--- src/rtl/cvi_pkg.sv ---
// shared constants and types of the vertex intensity block
package cvi_pkg;

    localparam int FRAC_BITS   = 14;
    localparam int TOON_LEVELS = 32;

    localparam int COEF_W   = 16;
    localparam int CFG_W    = 3 * COEF_W;
    localparam int CFG_IDX_W = 3;
    localparam int PROD_W   = 2 * COEF_W;
    localparam int SUM_W    = PROD_W + 1;
    localparam int RAW_W    = PROD_W;
    localparam int MAG_W    = 30;
    localparam int SQ_W     = 2 * MAG_W;
    localparam int SUMSQ_W  = SQ_W + 2;
    localparam int LP_W     = MAG_W + 1 + COEF_W;
    localparam int DOT_W    = LP_W + 1;
    localparam int NUM_W    = DOT_W;
    localparam int RES_W    = SUMSQ_W + 1;
    localparam int ROOT_W   = SUMSQ_W / 2;
    localparam int STEP_W   = 5;
    localparam int SQRT_STEPS = ROOT_W;
    localparam int QUO_W    = 17;
    localparam int SHADE_W  = 16;
    localparam int TOON_W   = $clog2(TOON_LEVELS);
    localparam int TOON_SHIFT = 15 - TOON_W;
    localparam int NUM_SHIFT  = 15 - FRAC_BITS;

    localparam logic [SHADE_W-1:0] ONE_Q15 = SHADE_W'(32768);

    localparam logic [CFG_IDX_W-1:0] CFG_ROW_X = CFG_IDX_W'(0);
    localparam logic [CFG_IDX_W-1:0] CFG_ROW_Y = CFG_IDX_W'(1);
    localparam logic [CFG_IDX_W-1:0] CFG_ROW_Z = CFG_IDX_W'(2);
    localparam logic [CFG_IDX_W-1:0] CFG_LIGHT = CFG_IDX_W'(3);

    localparam logic [CFG_W-1:0] ROW_X_RST = CFG_W'(1) << FRAC_BITS;
    localparam logic [CFG_W-1:0] ROW_Y_RST = CFG_W'(1) << (FRAC_BITS + 16);
    localparam logic [CFG_W-1:0] ROW_Z_RST = CFG_W'(1) << (FRAC_BITS + 32);
    localparam logic [CFG_W-1:0] LIGHT_RST = CFG_W'(1) << (FRAC_BITS + 32);

    typedef struct packed {
        logic vld;
        logic last;
        logic zero;
        logic pos;
        logic sat;
    } t_ctl;

endpackage

--- src/rtl/cvi_div_cell.sv ---
// one quotient bit of the restoring divider chain
module cvi_div_cell (
    input  logic                            i_clk,
    input  logic                            i_rst_n,
    input  logic [cvi_pkg::STEP_W-1:0]      i_step,
    input  cvi_pkg::t_ctl                   i_ctl,
    input  logic [cvi_pkg::NUM_W-1:0]       i_rem,
    input  logic [cvi_pkg::ROOT_W-1:0]      i_den,
    input  logic [cvi_pkg::QUO_W-1:0]       i_quo,
    output cvi_pkg::t_ctl                   o_ctl,
    output logic [cvi_pkg::NUM_W-1:0]       o_rem,
    output logic [cvi_pkg::ROOT_W-1:0]      o_den,
    output logic [cvi_pkg::QUO_W-1:0]       o_quo
);
    cvi_pkg::t_ctl                  r_ctl;
    logic [cvi_pkg::NUM_W-1:0]      r_rem;
    logic [cvi_pkg::ROOT_W-1:0]     r_den;
    logic [cvi_pkg::QUO_W-1:0]      r_quo;

    logic [cvi_pkg::NUM_W-1:0]      w_sub;
    logic                           w_ge;

    always_comb begin
        w_sub = cvi_pkg::NUM_W'(i_den) << i_step;
        w_ge  = i_rem >= w_sub;
    end

    always_ff @(posedge i_clk) begin
        if (!i_rst_n) begin
            r_ctl <= '0;
        end else begin
            r_ctl <= i_ctl;
        end
    end

    always_ff @(posedge i_clk) begin
        r_rem <= w_ge ? i_rem - w_sub : i_rem;
        r_den <= i_den;
        r_quo <= w_ge ? i_quo | (cvi_pkg::QUO_W'(1) << i_step) : i_quo;
    end

    assign o_ctl = r_ctl;
    assign o_rem = r_rem;
    assign o_den = r_den;
    assign o_quo = r_quo;

endmodule

--- config.mk ---
export PLATFORM = sky130hd
export DESIGN_NAME = cvi_div_cell
export DESIGN_NICKNAME = d
export VERILOG_FILES = /design/src/rtl/cvi_pkg.sv /design/src/rtl/cvi_div_cell.sv
export SDC_FILE = /design/constraint.sdc
export NUM_CORES = 1
export LEC_CHECK = 0
export ABC_AREA = 1
export ABC_CLOCK_PERIOD_IN_PS = 4500
export BUFFER_PORTS_ARGS = -buffer_cell sky130_fd_sc_hd__clkbuf_2
export CAP_MARGIN = 10
export CORE_MARGIN = 1.5
export CORE_UTILIZATION = 50
export CTS_CLUSTER_SIZE = 16
export DETAILED_ROUTE_END_ITERATION = 10
export PLACE_DENSITY = 0.86
export SETUP_SLACK_MARGIN = 0.1
export SYNTH_ARGS = -nofsm -noshare
export SYNTH_HDL_FRONTEND = slang
export SYNTH_SLANG_ARGS = --single-unit
--- constraint.sdc ---
create_clock -name i_clk -period 4.5 [get_ports i_clk]
set_input_delay 0.45 -clock i_clk [delete_from_list [all_inputs] [get_ports i_clk]]
set_output_delay 0.45 -clock i_clk [all_outputs]
set_load 0.005 [all_outputs]
==> results.yml, run 1 <==
outcome:
  status: "finished, final reports clean"
synth:
  synthMuxAreaShare: 0.00545
  yosys.area_share.simple: 0.433
  synthMostInstantiatedCell: "nand2_1"
  synth_xor_area_frac: 0.0238
  synth.net_count: 1815
  synth-edff-count: 0
  synth_top_family_by_area: "simple AND/OR/NAND/NOR gates"
  syn_inst: 1657
  yosysTopAreaCellShare: 0.255
  post_synth.cell_area_avg_sq_um: 5.54
  synth_ff_type: "dfxtp_1"
  synth_area_leader_cell: "nand2_1"
  yosys_warnings: 0
  ys_seq_elements: 101
  async_reset_ff_frac: 0
  netlist_area_sq_um: 9190
  synthAdderAreaFrac: 0.0689
  yosys-top-cells-count: "nand2_1, inv_1, nand3_1, nor2_1, dfxtp_1"
  yosysUniqueCellTypes: 37
  synth_compound_area_frac: 0.0956
  synth_seq_area_share: 0.220
  synth.area.top_cells: "nand2_1, dfxtp_1, inv_1, nand3_1, ha_1"
setup_path:
  crit_required_ps: 4760
  worst-path-max-fanout: 32
  cp-end-kind: "register"
  cp.arrival_ps: 4130
  path_class: "input pin to register"
  crit_path_start_kind: "input pin"
power_and_ir_drop:
  internal-power_w: 0.00203
  p_sw_w: 0.00140
  switching_share: 0.409
  p_clk_frac: 0.239
  combPwrFrac: 0.445
  power.share.sequential: 0.316
  p_leak_nw: 6.46
  ir_drop_v: 0.000187
  power_density_nw_per_um2: 320
timing:
  fin_crit_sh: 0.860
  worst_slack_ps: 628
  fin_setup_tns_ps: 0
  setup_viol: 0
  worst_pin_slew_ps: 436
  period_needed_ps: 3870
  timing.final.max_slew_violations: 0
  rsz0062_at_grt: "no"
  slew_headroom: 0.706
  hold_viol_final: 0
  clock.fmax_mhz: 258
clocking:
  clk_pin_slew_ps: 70
  cts_resized: 0
  cts_post_setup_buffers_inserted: 0
  cts_sinks: 101
  holdBufCountCts: 0
  tritoncts: "done"
  clockBufferDepth: 2
  cts-root-buf: "clkbuf_16"
  cts-htree-levels: 3
  cts_buffers: 9
route:
  ant_nets: 0
  wire_per_inst_um: 15.3
  wl_um: 31800
  routed_via_density: 5.16
  first_pass_iters: 9
  num_vias: 10700
  drc_errors: 0
  drt-initial-drc-count: 810
global_routing:
  overflow: 0
  grt_pass1_wl_um: 49700
  grt_max_degree: 33
  grt_usage: 0.326
  grt_pass1_vias: 9792
  antenna_found_initial: 0
floorplanning:
  initial_core_util: 0.511
  ios: 209
  die_width_um: 139
  row_count: 49
  die_y_um: 139
  dieArea_sq_um: 19200
  coreArea_sq_um: 18000
cells_and_area:
  fillCellCount: 1848
  nets: 2000
  n_antenna_cell: 0
  utilization: 0.598
  area.growth.synth_to_final_pct: 16.9
  seqCellArea_sq_um: 2020
  drive_gt1_frac: 0.149
  fin_area_sq_um: 10700
  multi_input_area_sq_um: 5760
run:
  cap_violations: 0
placement:
  gp_congestion: 0.994
  pre_cts_ws_ps: 303
  port_buffers: 208
  postPlaceCellArea_sq_um: 10400
  hpwl_um: 27000
hold_path:
  min_path_type: "input pin to register"
area by class of cell:
| cell class | instances | area share |
|---|---|---|
| Clock inverter | 7 | 0.00746 |
| Multi-Input combinational cell | 1195 | 0.537 |
| Tap cell | 229 | 0.0267 |
| Inverter | 309 | 0.108 |
| Timing Repair Buffer | 226 | 0.112 |
| Clock buffer | 9 | 0.0210 |
| Sequential cell | 101 | 0.188 |
layout by cell type, fill, tap and decap left out, types with 3 or more instances in the layout:
cell type  Yosys  routed
nand2_1      623     623
inv_1        307     307
clkbuf_2       0     208
nand3_1      139     139
nor2_1       114     114
dfxtp_1      101     101
o21ai_0       64      64
ha_1          49      49
nand4_1       36      36
a21oi_1       30      30
o21ai_1       27      27
or2_2         25      25
xor2_1        24      24
buf_4          9      16
a21o_1        13      13
clkbuf_16      0       9
o211ai_1       7       7
mux2i_1        5       5
o21a_1         5       5
and2_1         4       4
o21bai_1       4       4
nor3_1         4       4
nor4_1         3       3
o22ai_1        3       3
per-layer routing:
metal | GRT usage | routed length [um] | up-vias | share of wire
met4 | 0.143 | 1340 | 0 | 0.042
met3 | 0.0528 | 2430 | 77 | 0.076
met2 | 0.532 | 14100 | 472 | 0.44
met1 | 0.426 | 13900 | 4692 | 0.44
met5 | 0 | 0 | - | 0
li1 | - | - | 5478 | -
path summary, 6_finish.rpt:
| check | cells past startpoint | from | end | slack (ps) |
|---|---|---|---|---|
| min | 1 | i_den[1] | o_den[1]$_DFF_P_ | 210 |
| max | 22 | i_step[0] | o_quo[1]$_DFF_P_ | 630 |
registers in the layout, summed over array words and instances, names as in the netlist:
| signal | flops |
|---|---|
| o_rem | 48 |
| o_den | 31 |
| o_quo | 17 |
| o_ctl | 5 |
per-stage QoR:
stage | total power, W | hold slack (ps) | cells
6_report | 0.00343 | 206 | 2076
5_1_grt | 0.00366 | 197 | 2076
4_1_cts | 0.00343 | 197 | 2076
2_1_floorplan | 0.00207 | 478 | 1657
3_5_place_dp | 0.00261 | 572 | 2060
3_3_place_gp | 0.00259 | 569 | 2060
cells by family (layout without fill, tap and decap cells):
logic type | Yosys count | count (layout)
AO/OA/AOI/OAI | 158 | 158
XOR/XNOR | 25 | 25
adder cells (fa/ha/maj) | 50 | 50
buffers and inverters | 361 | 551
flip-flops | 101 | 101
multiplexers | 5 | 5
AND/OR/NAND/NOR | 957 | 957
power groups by stage:
stage                     logic, W  registers [W]  clock network (W)
after floorplan           0.000947        0.00112                  0
final                      0.00153        0.00108           0.000820
after detailed placement   0.00150        0.00110                  0
after CTS                  0.00151        0.00108           0.000835
after global routing       0.00170        0.00109           0.000865
after global placement     0.00149        0.00110                  0
critical path, stage by stage:
cell and delay (ps):
clkbuf_2 90, inv_2 330, nand2_1 90, and2_1 160
o21ai_0 300, nand2_1 90, o21ai_1 180, mux2i_1 200
or2_1 290, ha_1 340, nand2_1 120, inv_1 60
nand2_1 60, nand2_1 70, inv_1 50, nand2_1 70
inv_1 70, nand3_1 140, nand2_2 130, nand3_4 320
buf_12 310, a21o_1 170
(Power assumes the default switching activity.)
==> inputs of run 2 (changes only) <==
==> constraint.sdc (replaced) <==
create_clock -name i_clk -period 4.5 [get_ports i_clk]
set_input_delay 0.225 -clock i_clk [delete_from_list [all_inputs] [get_ports i_clk]]
set_output_delay 0.225 -clock i_clk [all_outputs]
set_load 0.005 [all_outputs]
==> results.yml, run 2 (synthesis results as in run 1) <==
timing:
  fin_setup_tns_ps: 0
  clock.fmax_mhz: 241
  timing.final.max_slew_violations: 0
  hold_viol_final: 0
  period_needed_ps: 4150
  rsz0062_at_grt: "no"
  setup_viol: 0
  whs_ps: 0.909
  slew_headroom: 0.484
  fin_crit_sh: 0.923
  worst_pin_slew_ps: 774
floorplanning:
  dieArea_sq_um: 19200
  initial_core_util: 0.511
  die_width_um: 139
  ios: 209
  coreArea_sq_um: 18000
  die_y_um: 139
  row_count: 49
cells_and_area:
  final_cell_count_no_fill: 2096
  most-common-layout-cells: "nand2_1, inv_1, clkbuf_2"
  largest_reg_flops: 48
  final_common_cell: "nand2_1"
  utilization: 0.608
  drive_gt1_frac: 0.148
  fillCellCount: 1830
  nets: 2020
  area.growth.synth_to_final_pct: 19.0
  n_antenna_cell: 0
global_routing:
  overflow: 0
  grt_max_degree: 43
  antenna_found_initial: 0
  grt_usage: 0.338
  grt_pass1_vias: 10100
  grt_pass1_wl_um: 51600
route:
  num_vias: 10800
  first_pass_iters: 5
  routed_via_density: 5.17
  drc_errors: 0
  wl_um: 33000
  wire_per_inst_um: 15.7
  ant_nets: 0
  drt-initial-drc-count: 961
clocking:
  clk_pin_slew_ps: 80
  cts_resized: 0
  cts_buffers: 9
  tritoncts: "done"
  cts_post_setup_buffers_inserted: 0
  cts-root-buf: "clkbuf_16"
  cts_sinks: 101
  clockBufferDepth: 2
  cts-htree-levels: 3
  holdBufCountCts: 18
run:
  cap_violations: 0
power_and_ir_drop:
  p_leak_nw: 6.54
  power_density_nw_per_um2: 319
  total_power_w: 0.00349
  ir_drop_v: 0.000183
setup_path:
  cp.arrival_ps: 4450
  crit_required_ps: 4800
  worst-path-max-fanout: 34
  cp-end-kind: "register"
  path_class: "input pin to register"
  crit_path_start_kind: "input pin"
outcome:
  status: "finished, final reports clean"
hold_path:
  min_path_cells: 1
  min_path_type: "input pin to register"
placement:
  dp.cells: 2061
  gp_congestion: 0.972
  hpwl_um: 27100
  port_buffers: 208
run 2: per-layer routing:
| metal | track usage | up-vias | share of wire |
|---|---|---|---|
| li1 | - | 5509 | - |
| met4 | 0.142 | 0 | 0.041 |
| met2 | 0.550 | 489 | 0.45 |
| met3 | 0.0525 | 77 | 0.079 |
| met5 | 0 | - | 0 |
| met1 | 0.447 | 4757 | 0.43 |
run 2: final timing paths:
path | slack (ps) | startpoint | endpoint
setup / recovery | 350 | i_den[1] | o_rem[6]$_DFF_P_
hold / removal | 0.9 | i_den[15] | o_den[15]$_DFF_P_
run 2: power by group:
group	switching, W	leakage, nW	total, W	internal, W
logic	0.000995	5.54	0.00155	0.000553
clock network	0.000412	0.154	0.000859	0.000446
registers	0.0000387	0.851	0.00108	0.00104
run 2: worst max-delay path, stage by stage:
cell	delay (ps)
dlygate4sd3_1	520
clkbuf_2	100
inv_1	50
nand2_1	40
o21ai_0	90
o21ai_0	370
o21ai_0	200
o21ai_0	460
o21ai_0	210
ha_1	420
nand2_1	120
nor2_1	240
nand2_1	180
inv_1	80
nand2_1	90
nand2_1	90
nand2_2	70
nand3_4	390
buf_4	310
nand2_1	70
o21ai_1	100
run 2: area by class of cell:
cell class | instances | area, sq um | area share
multi-input combinational | 1195 | 5760 | 0.527
timing repair buffer | 246 | 1390 | 0.127
inverter | 309 | 1160 | 0.106
clock buffer | 9 | 225 | 0.0206
clock inverter | 7 | 87.6 | 0.00801
sequential | 101 | 2020 | 0.185
tap | 229 | 287 | 0.0262
run 2: per-stage QoR:
step | setup WS, ps | area, sq um
4_1_cts | 477 | 10900
6_report | 348 | 10900
3_3_place_gp | 445 | 10400
2_1_floorplan | 1520 | 9190
3_5_place_dp | 320 | 10400
5_1_grt | 107 | 10900
