**config.mk**
```make
export PLATFORM = sky130hd
export DESIGN_NAME = cvi_sqrt_cell
export DESIGN_NICKNAME = d
export VERILOG_FILES = /design/src/rtl/cvi_pkg.sv /design/src/rtl/cvi_sqrt_cell.sv
export SDC_FILE = /design/constraint.sdc
export NUM_CORES = 1
export LEC_CHECK = 0
export BUFFER_PORTS_ARGS = -buffer_cell sky130_fd_sc_hd__buf_4
export CAP_MARGIN = 20
export CORE_ASPECT_RATIO = 1.4
export CORE_MARGIN = 5
export CORE_UTILIZATION = 35
export CTS_BUF_LIST = sky130_fd_sc_hd__clkbuf_8
export DETAILED_ROUTE_END_ITERATION = 10
export GPL_ROUTABILITY_DRIVEN = 0
export PLACE_DENSITY = 0.65
export SYNTH_ARGS = -nofsm -noshare
export SYNTH_HDL_FRONTEND = slang
export SYNTH_SLANG_ARGS = --single-unit
```
**constraint.sdc**
```tcl
create_clock -name i_clk -period 9.8 [get_ports i_clk]
set_clock_uncertainty 0.1 [all_clocks]
set_input_delay 1.96 -clock i_clk [delete_from_list [all_inputs] [get_ports i_clk]]
set_output_delay 1.96 -clock i_clk [all_outputs]
set_load 0.005 [all_outputs]
```
**src/rtl/cvi_pkg.sv**
```systemverilog
// shared constants and types of the vertex intensity block
package cvi_pkg;

    localparam int FRAC_BITS   = 14;
    localparam int TOON_LEVELS = 32;

    localparam int COEF_W   = 16;
    localparam int CFG_W    = 3 * COEF_W;
    localparam int CFG_IDX_W = 3;
    localparam int PROD_W   = 2 * COEF_W;
    localparam int SUM_W    = PROD_W + 1;
    localparam int RAW_W    = PROD_W;
    localparam int MAG_W    = 30;
    localparam int SQ_W     = 2 * MAG_W;
    localparam int SUMSQ_W  = SQ_W + 2;
    localparam int LP_W     = MAG_W + 1 + COEF_W;
    localparam int DOT_W    = LP_W + 1;
    localparam int NUM_W    = DOT_W;
    localparam int RES_W    = SUMSQ_W + 1;
    localparam int ROOT_W   = SUMSQ_W / 2;
    localparam int STEP_W   = 5;
    localparam int SQRT_STEPS = ROOT_W;
    localparam int QUO_W    = 17;
    localparam int SHADE_W  = 16;
    localparam int TOON_W   = $clog2(TOON_LEVELS);
    localparam int TOON_SHIFT = 15 - TOON_W;
    localparam int NUM_SHIFT  = 15 - FRAC_BITS;

    localparam logic [SHADE_W-1:0] ONE_Q15 = SHADE_W'(32768);

    localparam logic [CFG_IDX_W-1:0] CFG_ROW_X = CFG_IDX_W'(0);
    localparam logic [CFG_IDX_W-1:0] CFG_ROW_Y = CFG_IDX_W'(1);
    localparam logic [CFG_IDX_W-1:0] CFG_ROW_Z = CFG_IDX_W'(2);
    localparam logic [CFG_IDX_W-1:0] CFG_LIGHT = CFG_IDX_W'(3);

    localparam logic [CFG_W-1:0] ROW_X_RST = CFG_W'(1) << FRAC_BITS;
    localparam logic [CFG_W-1:0] ROW_Y_RST = CFG_W'(1) << (FRAC_BITS + 16);
    localparam logic [CFG_W-1:0] ROW_Z_RST = CFG_W'(1) << (FRAC_BITS + 32);
    localparam logic [CFG_W-1:0] LIGHT_RST = CFG_W'(1) << (FRAC_BITS + 32);

    typedef struct packed {
        logic vld;
        logic last;
        logic zero;
        logic pos;
        logic sat;
    } t_ctl;

endpackage

```
**src/rtl/cvi_sqrt_cell.sv**
```systemverilog
// one bit-pair step of the integer square root chain
module cvi_sqrt_cell (
    input  logic                            i_clk,
    input  logic                            i_rst_n,
    input  logic [cvi_pkg::STEP_W-1:0]      i_step,
    input  cvi_pkg::t_ctl                   i_ctl,
    input  logic [cvi_pkg::SUMSQ_W-1:0]     i_rem,
    input  logic [cvi_pkg::RES_W-1:0]       i_root,
    input  logic [cvi_pkg::NUM_W-1:0]       i_num,
    output cvi_pkg::t_ctl                   o_ctl,
    output logic [cvi_pkg::SUMSQ_W-1:0]     o_rem,
    output logic [cvi_pkg::RES_W-1:0]       o_root,
    output logic [cvi_pkg::NUM_W-1:0]       o_num
);
    cvi_pkg::t_ctl                  r_ctl;
    logic [cvi_pkg::SUMSQ_W-1:0]    r_rem;
    logic [cvi_pkg::RES_W-1:0]      r_root;
    logic [cvi_pkg::NUM_W-1:0]      r_num;

    logic [cvi_pkg::RES_W-1:0]      w_bit;
    logic [cvi_pkg::RES_W-1:0]      w_trial;
    logic                           w_ge;

    always_comb begin
        w_bit   = cvi_pkg::RES_W'(1) << {i_step, 1'b0};
        w_trial = i_root + w_bit;
        w_ge    = {1'b0, i_rem} >= w_trial;
    end

    always_ff @(posedge i_clk) begin
        if (!i_rst_n) begin
            r_ctl <= '0;
        end else begin
            r_ctl <= i_ctl;
        end
    end

    always_ff @(posedge i_clk) begin
        r_rem  <= w_ge ? i_rem - cvi_pkg::SUMSQ_W'(w_trial) : i_rem;
        r_root <= w_ge ? (i_root >> 1) + w_bit : i_root >> 1;
        r_num  <= i_num;
    end

    assign o_ctl  = r_ctl;
    assign o_rem  = r_rem;
    assign o_root = r_root;
    assign o_num  = r_num;

endmodule

```
==> impl_metrics.ini, run 1 <==
[sta]
timing_limited_maximum_frequency_mhz = 120
finalHoldViolations = 0
max_slew.worst_pin.slew_ns = 0.953
min_period_over_period = 0.852
grt_setup_unrepaired = false
totalNegativeSetupSlack_ns = 0
timing.slew.headroom = 0.359
final-max-slew-violation-count = 0
setup-violations-final = 0
layout_min_cycle_time_ns = 8.35

[clock_tree]
cts-htree-levels = 4
post-cts-setup-buffers = 0
tritoncts = built
cts_sinks = 178
max-clock-path-buffers = 2
hold_buffers = 0
postCtsResizedCells = 0
cts.clk_slew.worst_paths_ns = 0.11
cts_buffers = 17
clk_root_buffer_cell = clkbuf_8

[layout]
layout.nets = 2295
fillers = 3878
layout-area-overhead-vs-synth_pct = 26.4
multi_input_area_um2 = 9570
drive_above_1_share = 0.220
layout.cell_area.non_filler_um2 = 17100
ff_latch_area_um2 = 3560
layout.core_utilization = 0.446
stdcell_count = 2522

[setup_path]
cp-end-kind = flop
cp-start-kind = input pin
cp_data_required_time_ns = 10.09
critical_path_class = input pin to flop
critical_path.max_fanout = 52
timing.critical_path.arrival_ns = 8.64

[floorplan]
die_area_um2 = 42800
coreArea_um2 = 38400
ios = 363
fp.dieH_um = 243
initial_standard_cell_utilization_of_the_core = 0.353
die_x_um = 176
rows = 85

[synth]
post_synth_edffs = 0
synth_flop_cell = dfxtp_1
syn_nets = 1957
synthesis.instances = 1647
netlist-cell-type-count = 79
ys_top_cells_by_area = dfxtp_1 (26%), ha_1 (11%), xnor2_1 (6.9%), a21oi_1 (5.5%), mux2_1 (5.5%)
post-synth-top-area-fraction = 0.263
syn_area_um2 = 13500
ys_seq_area_frac = 0.263
number_of_flip_flops_and_latches_in_the_synthesized_netlist = 178
post_synthesis_async_set_or_reset_flop_share = 0
yosysMostFrequentCell = dfxtp_1
yosysWarningCount = 0
synth.top_cells.by_count = dfxtp_1 (178), nand2_1 (171), a21oi_1 (149)
mean_cell_area_of_the_mapped_netlist_um2 = 8.23
post-synth-top-area-cell = dfxtp_1

[routing]
vias_per_cell = 5.60
detail_route.drc_violations = 0
dr_total_vias = 14100
drt_pass1_iterations = 5
route.antenna.remaining_nets = 0
drt-total-wl_mm = 51.4
detail_route.wl_per_cell_um = 20.4
drt_iter0_markers = 1016

[global_routing]
grt_pass1_wl_mm = 77.0
global_route.usage.total = 0.228
globalRouteOverflowTotal = 0
number_of_antenna_violations_at_the_first_check_in_global_routing = 6
via_count_of_the_first_global_routing_pass = 13900
maximum_number_of_pins_on_one_net_before_global_route_repair = 56

[power_and_ir_drop]
seqPwrFrac = 0.396
p_per_area_nw_per_um2 = 118
totalPowerFinal_mw = 2.03
internal-power_mw = 1.30
p_comb_frac = 0.342
pwr-share-clk = 0.263
switch_share = 0.357
power.leakage_nw = 7.45
worst_voltage_drop_across_the_vdd_grid_v = 0.0000659
power_switching_mw = 0.724

[status]
outcome = complete, no violations

[place]
placedCellCount = 2487
post-dp-hpwl_mm = 42.8
numPortBuffers = 362
placed_cell_area_um2 = 16700

[min_path]
holdCritPathClass = input pin to flop

[job]
cap_viol_max_count = 0
-- worst max-delay path, cell delays in order --
cell,delay [ns]
buf_4,0.13
or3_1,0.57
nor2_1,0.21
ha_1,0.20
ha_1,0.23
nor2_1,0.09
o31ai_4,0.23
nand4_2,0.22
a21oi_1,0.23
o21ai_0,0.15
a211oi_1,0.42
o21ai_0,0.20
a21oi_1,0.17
o21ai_0,0.10
xor2_1,0.16
ha_1,0.37
nand2_1,0.14
or3_1,0.37
or4_1,0.47
nor4b_1,0.34
a41oi_1,0.23
a31oi_4,0.22
and2_4,0.44
buf_12,0.32
mux2_1,0.36
-- flip-flops by register name, indices dropped and copies added (netlist names) --
| signal | cells |
|---|---|
| o_ctl | 5 |
| o_num | 48 |
| o_rem | 62 |
| o_root | 63 |
-- metrics by stage --
stage	hold WS [ns]	setup slack (ns)
2_1_floorplan	1.89	2.25
5_1_grt	1.40	1.07
4_1_cts	1.40	1.58
3_3_place_gp	1.96	1.23
3_5_place_dp	1.97	1.05
6_report	1.44	1.45
-- worst paths after layout --
path	from	to	slack, ns	cells past startpoint
worst max-delay path	i_step[1]	o_rem[27]	1.45	25
worst min-delay path	i_num[32]	o_num[32]	1.44	1
-- cell type report --
cell class,count,area share
multi-input cells,1382,0.559
flip-flops and latches,178,0.208
repair buffers,369,0.163
well taps,522,0.0381
clock buffers,17,0.0137
clock inverters,15,0.00979
inverters,37,0.00811
diodes,2,0.000292
-- power by group through the flow --
stage / clock, mW / combinational, mW / sequential [mW]
floorplan: 0 / 0.384 / 0.820
global placement: 0 / 0.677 / 0.821
detailed placement: 0 / 0.684 / 0.820
CTS: 0.554 / 0.688 / 0.804
global route: 0.582 / 0.752 / 0.809
finish: 0.533 / 0.693 / 0.802
-- cells by family after synthesis --
family / share of synthesized area
and+or+nand+nor: 0.186
AOI/OAI and AO/OA: 0.227
DFF: 0.263
xor gates and xnor gates: 0.114
adders and majority gates: 0.117
buffers and inverters: 0.0317
muxes: 0.0621
-- routing by layer --
layer	track usage	routed length (um)	part of all wire
met5	0	50	0.00097
met4	0.0968	2050	0.040
met3	0.0476	4070	0.079
met2	0.431	26900	0.52
met1	0.241	18300	0.36
-- placed cells by master (no fill, tap or decap), drive strengths merged, types with 9 or more instances in the layout --
cell,count
nor3b,9
nand3,52
a21oi,149
o21bai,22
a21boi,11
o211ai,13
o31ai,12
nand4,33
and2,19
nand2,171
a31o,15
dfxtp,178
a211oi,9
o21ai,90
xnor2,107
inv,43
nor4,9
clkbuf,17
nor3,25
and3,19
or3,9
a21o,40
buf,369
nand2b,12
o21a,11
xor2,69
mux2,70
nor2,126
a31oi,51
nor2b,19
ha,124
No activity file was read; power rests on OpenSTA's default activity.
==> inputs of run 2 (changes only) <==
--- a/config.mk
+++ b/config.mk
@@ -9,11 +9,11 @@
 export CAP_MARGIN = 20
 export CORE_ASPECT_RATIO = 1.4
 export CORE_MARGIN = 5
-export CORE_UTILIZATION = 35
+export CORE_UTILIZATION = 55
 export CTS_BUF_LIST = sky130_fd_sc_hd__clkbuf_8
 export DETAILED_ROUTE_END_ITERATION = 10
 export GPL_ROUTABILITY_DRIVEN = 0
-export PLACE_DENSITY = 0.65
+export PLACE_DENSITY = 0.91
 export SYNTH_ARGS = -nofsm -noshare
 export SYNTH_HDL_FRONTEND = slang
 export SYNTH_SLANG_ARGS = --single-unit
==> run 2 against run 1 <==
- power fell by 1.6%
- setup slack got worse by 0.14 ns
- combinational power rose by 0.6%
- via count rose by 4.5%
- flip-flop and latch count did not move
- sequential share of layout area rose by 0.39 points
==> impl_metrics.ini, run 2 (synthesis gave the netlist of run 1 again) <==
[layout]
layout.cell_area.non_filler_um2 = 16800
stdcell_count = 2314
layout-area-overhead-vs-synth_pct = 24.1
largest_register_ff_count = 63
layout.cells.most_common = buf_4
final_cell_mix = buf_4 (365), dfxtp_1 (178), nand2_1 (171)
layout.core_utilization = 0.686
layout.nets = 2292
drive_above_1_share = 0.218

[clock_tree]
hold_buffers = 0
clk_root_buffer_cell = clkbuf_8
postCtsResizedCells = 0
cts-htree-levels = 4
cts_buffers = 17
cts_sinks = 178
max-clock-path-buffers = 2
post-cts-setup-buffers = 0
tritoncts = built
cts.clk_slew.worst_paths_ns = 0.10

[sta]
timing_limited_maximum_frequency_mhz = 118
max_slew.worst_pin.slew_ns = 0.955
layout_min_cycle_time_ns = 8.49
fin_ws_ns = 1.31
grt_setup_unrepaired = false
totalNegativeSetupSlack_ns = 0
finalHoldViolations = 0
timing.slew.headroom = 0.358
min_period_over_period = 0.866
setup-violations-final = 0
final-max-slew-violation-count = 0

[floorplan]
coreArea_um2 = 24500
rows = 68
initial_standard_cell_utilization_of_the_core = 0.553
die_area_um2 = 27900
die_x_um = 143
fp.dieH_um = 196
ios = 363

[routing]
vias_per_cell = 6.38
detail_route.wl_per_cell_um = 21.4
drt_pass1_iterations = 8
route.antenna.remaining_nets = 0
drt_iter0_markers = 1375
drt-total-wl_mm = 49.6
dr_total_vias = 14800
detail_route.drc_violations = 0

[power_and_ir_drop]
internal-power_mw = 1.28
pwr-share-clk = 0.248
switch_share = 0.359
worst_voltage_drop_across_the_vdd_grid_v = 0.000113
power_switching_mw = 0.717
p_comb_frac = 0.349
seqPwrFrac = 0.403
p_per_area_nw_per_um2 = 119
power.leakage_nw = 7.42

[status]
outcome = complete, no violations

[min_path]
timing.hold.worst_path_depth = 1
min_delay_worst_endpoint = o_num[9]
hold_path_startpoint = i_num[9]
holdCritPathClass = input pin to flop

[global_routing]
number_of_antenna_violations_at_the_first_check_in_global_routing = 5
globalRouteOverflowTotal = 0
global_route.usage.total = 0.339
maximum_number_of_pins_on_one_net_before_global_route_repair = 56
grt_pass1_wl_mm = 74.4
via_count_of_the_first_global_routing_pass = 14500

[place]
post-place-ws_ns = 0.883
placedCellCount = 2278
post-dp-hpwl_mm = 39.6
numPortBuffers = 362
placed_cell_area_um2 = 16400

[setup_path]
critical_path_class = input pin to flop
critical_path.max_fanout = 53
timing.critical_path.arrival_ns = 8.79
cp_data_required_time_ns = 10.10
cp-start-kind = input pin
cp-end-kind = flop

[job]
cap_viol_max_count = 0
## run 2: cell types whose count changed in the layout (fill, tap and decap cells not counted)
cell       before  now
diode_2         2    4
inv_1          37   38
clkinv_8        2    0
buf_8           1    0
clkinv_2        1    0
buf_4         367  365
bufinv_16       1    0
clkinv_4        2    4
clkbuf_8       17   18
## run 2: area by class of cell
cell class	instances	area, um2
sequential	178	3560
antenna	4	10.0
tap	315	394
fill	1979	7690
multi-input combinational	1382	9570
timing repair buffer	366	2760
clock buffer	18	248
clock inverter	14	121
inverter	37	139
## run 2: layer usage
layer	routed length (um)	vias to the layer above	GRT usage
met1	15600	6678	0.332
met2	24100	1028	0.597
met4	4320	2	0.254
met3	5510	337	0.0931
li1	-	6717	-
met5	13	-	0
## run 2: per-stage QoR
step	hold WS (ns)	power, mW
2_1_floorplan	1.89	1.20
3_3_place_gp	1.96	1.48
3_5_place_dp	1.97	1.49
4_1_cts	1.43	1.99
5_1_grt	1.42	2.09
6_report	1.45	2.00
## run 2: power groups by stage
stage	Clock [mW]	Sequential (mW)	Combinational [mW]
6_report	0.495	0.804	0.697
5_1_grt	0.539	0.809	0.747
4_1_cts	0.503	0.804	0.679
3_5_place_dp	0	0.819	0.673
3_3_place_gp	0	0.820	0.657
2_1_floorplan	0	0.820	0.384
## run 2: how the worst max path moves through the flow
stage                   start  cells after the start  slack, ns          to
CTS                 i_step[4]                     24       1.40   o_rem[37]
finish              i_step[4]                     24       1.31   o_rem[37]
global route        i_step[4]                     24       0.88   o_rem[40]
global placement    i_step[4]                     24       1.13   o_rem[40]
floorplan           i_step[4]                     25       2.25  o_root[47]
detailed placement  i_step[4]                     24       0.88   o_rem[37]
## run 2: critical path, cell delays in order
cell,delay [ns]
buf_4,0.14
or3b_2,0.54
nor2_1,0.17
ha_1,0.31
a31oi_1,0.26
nor2_1,0.06
a311oi_1,0.45
o21ai_0,0.22
nor3b_1,0.33
o21ai_0,0.19
a31o_2,0.28
a31oi_1,0.22
o21ai_0,0.15
xnor2_1,0.15
ha_1,0.43
and3_1,0.26
nand2_1,0.08
nor4_1,0.49
nor4b_1,0.30
a41oi_1,0.22
a31oi_4,0.22
and2_4,0.64
buf_4,0.35
mux2_1,0.35
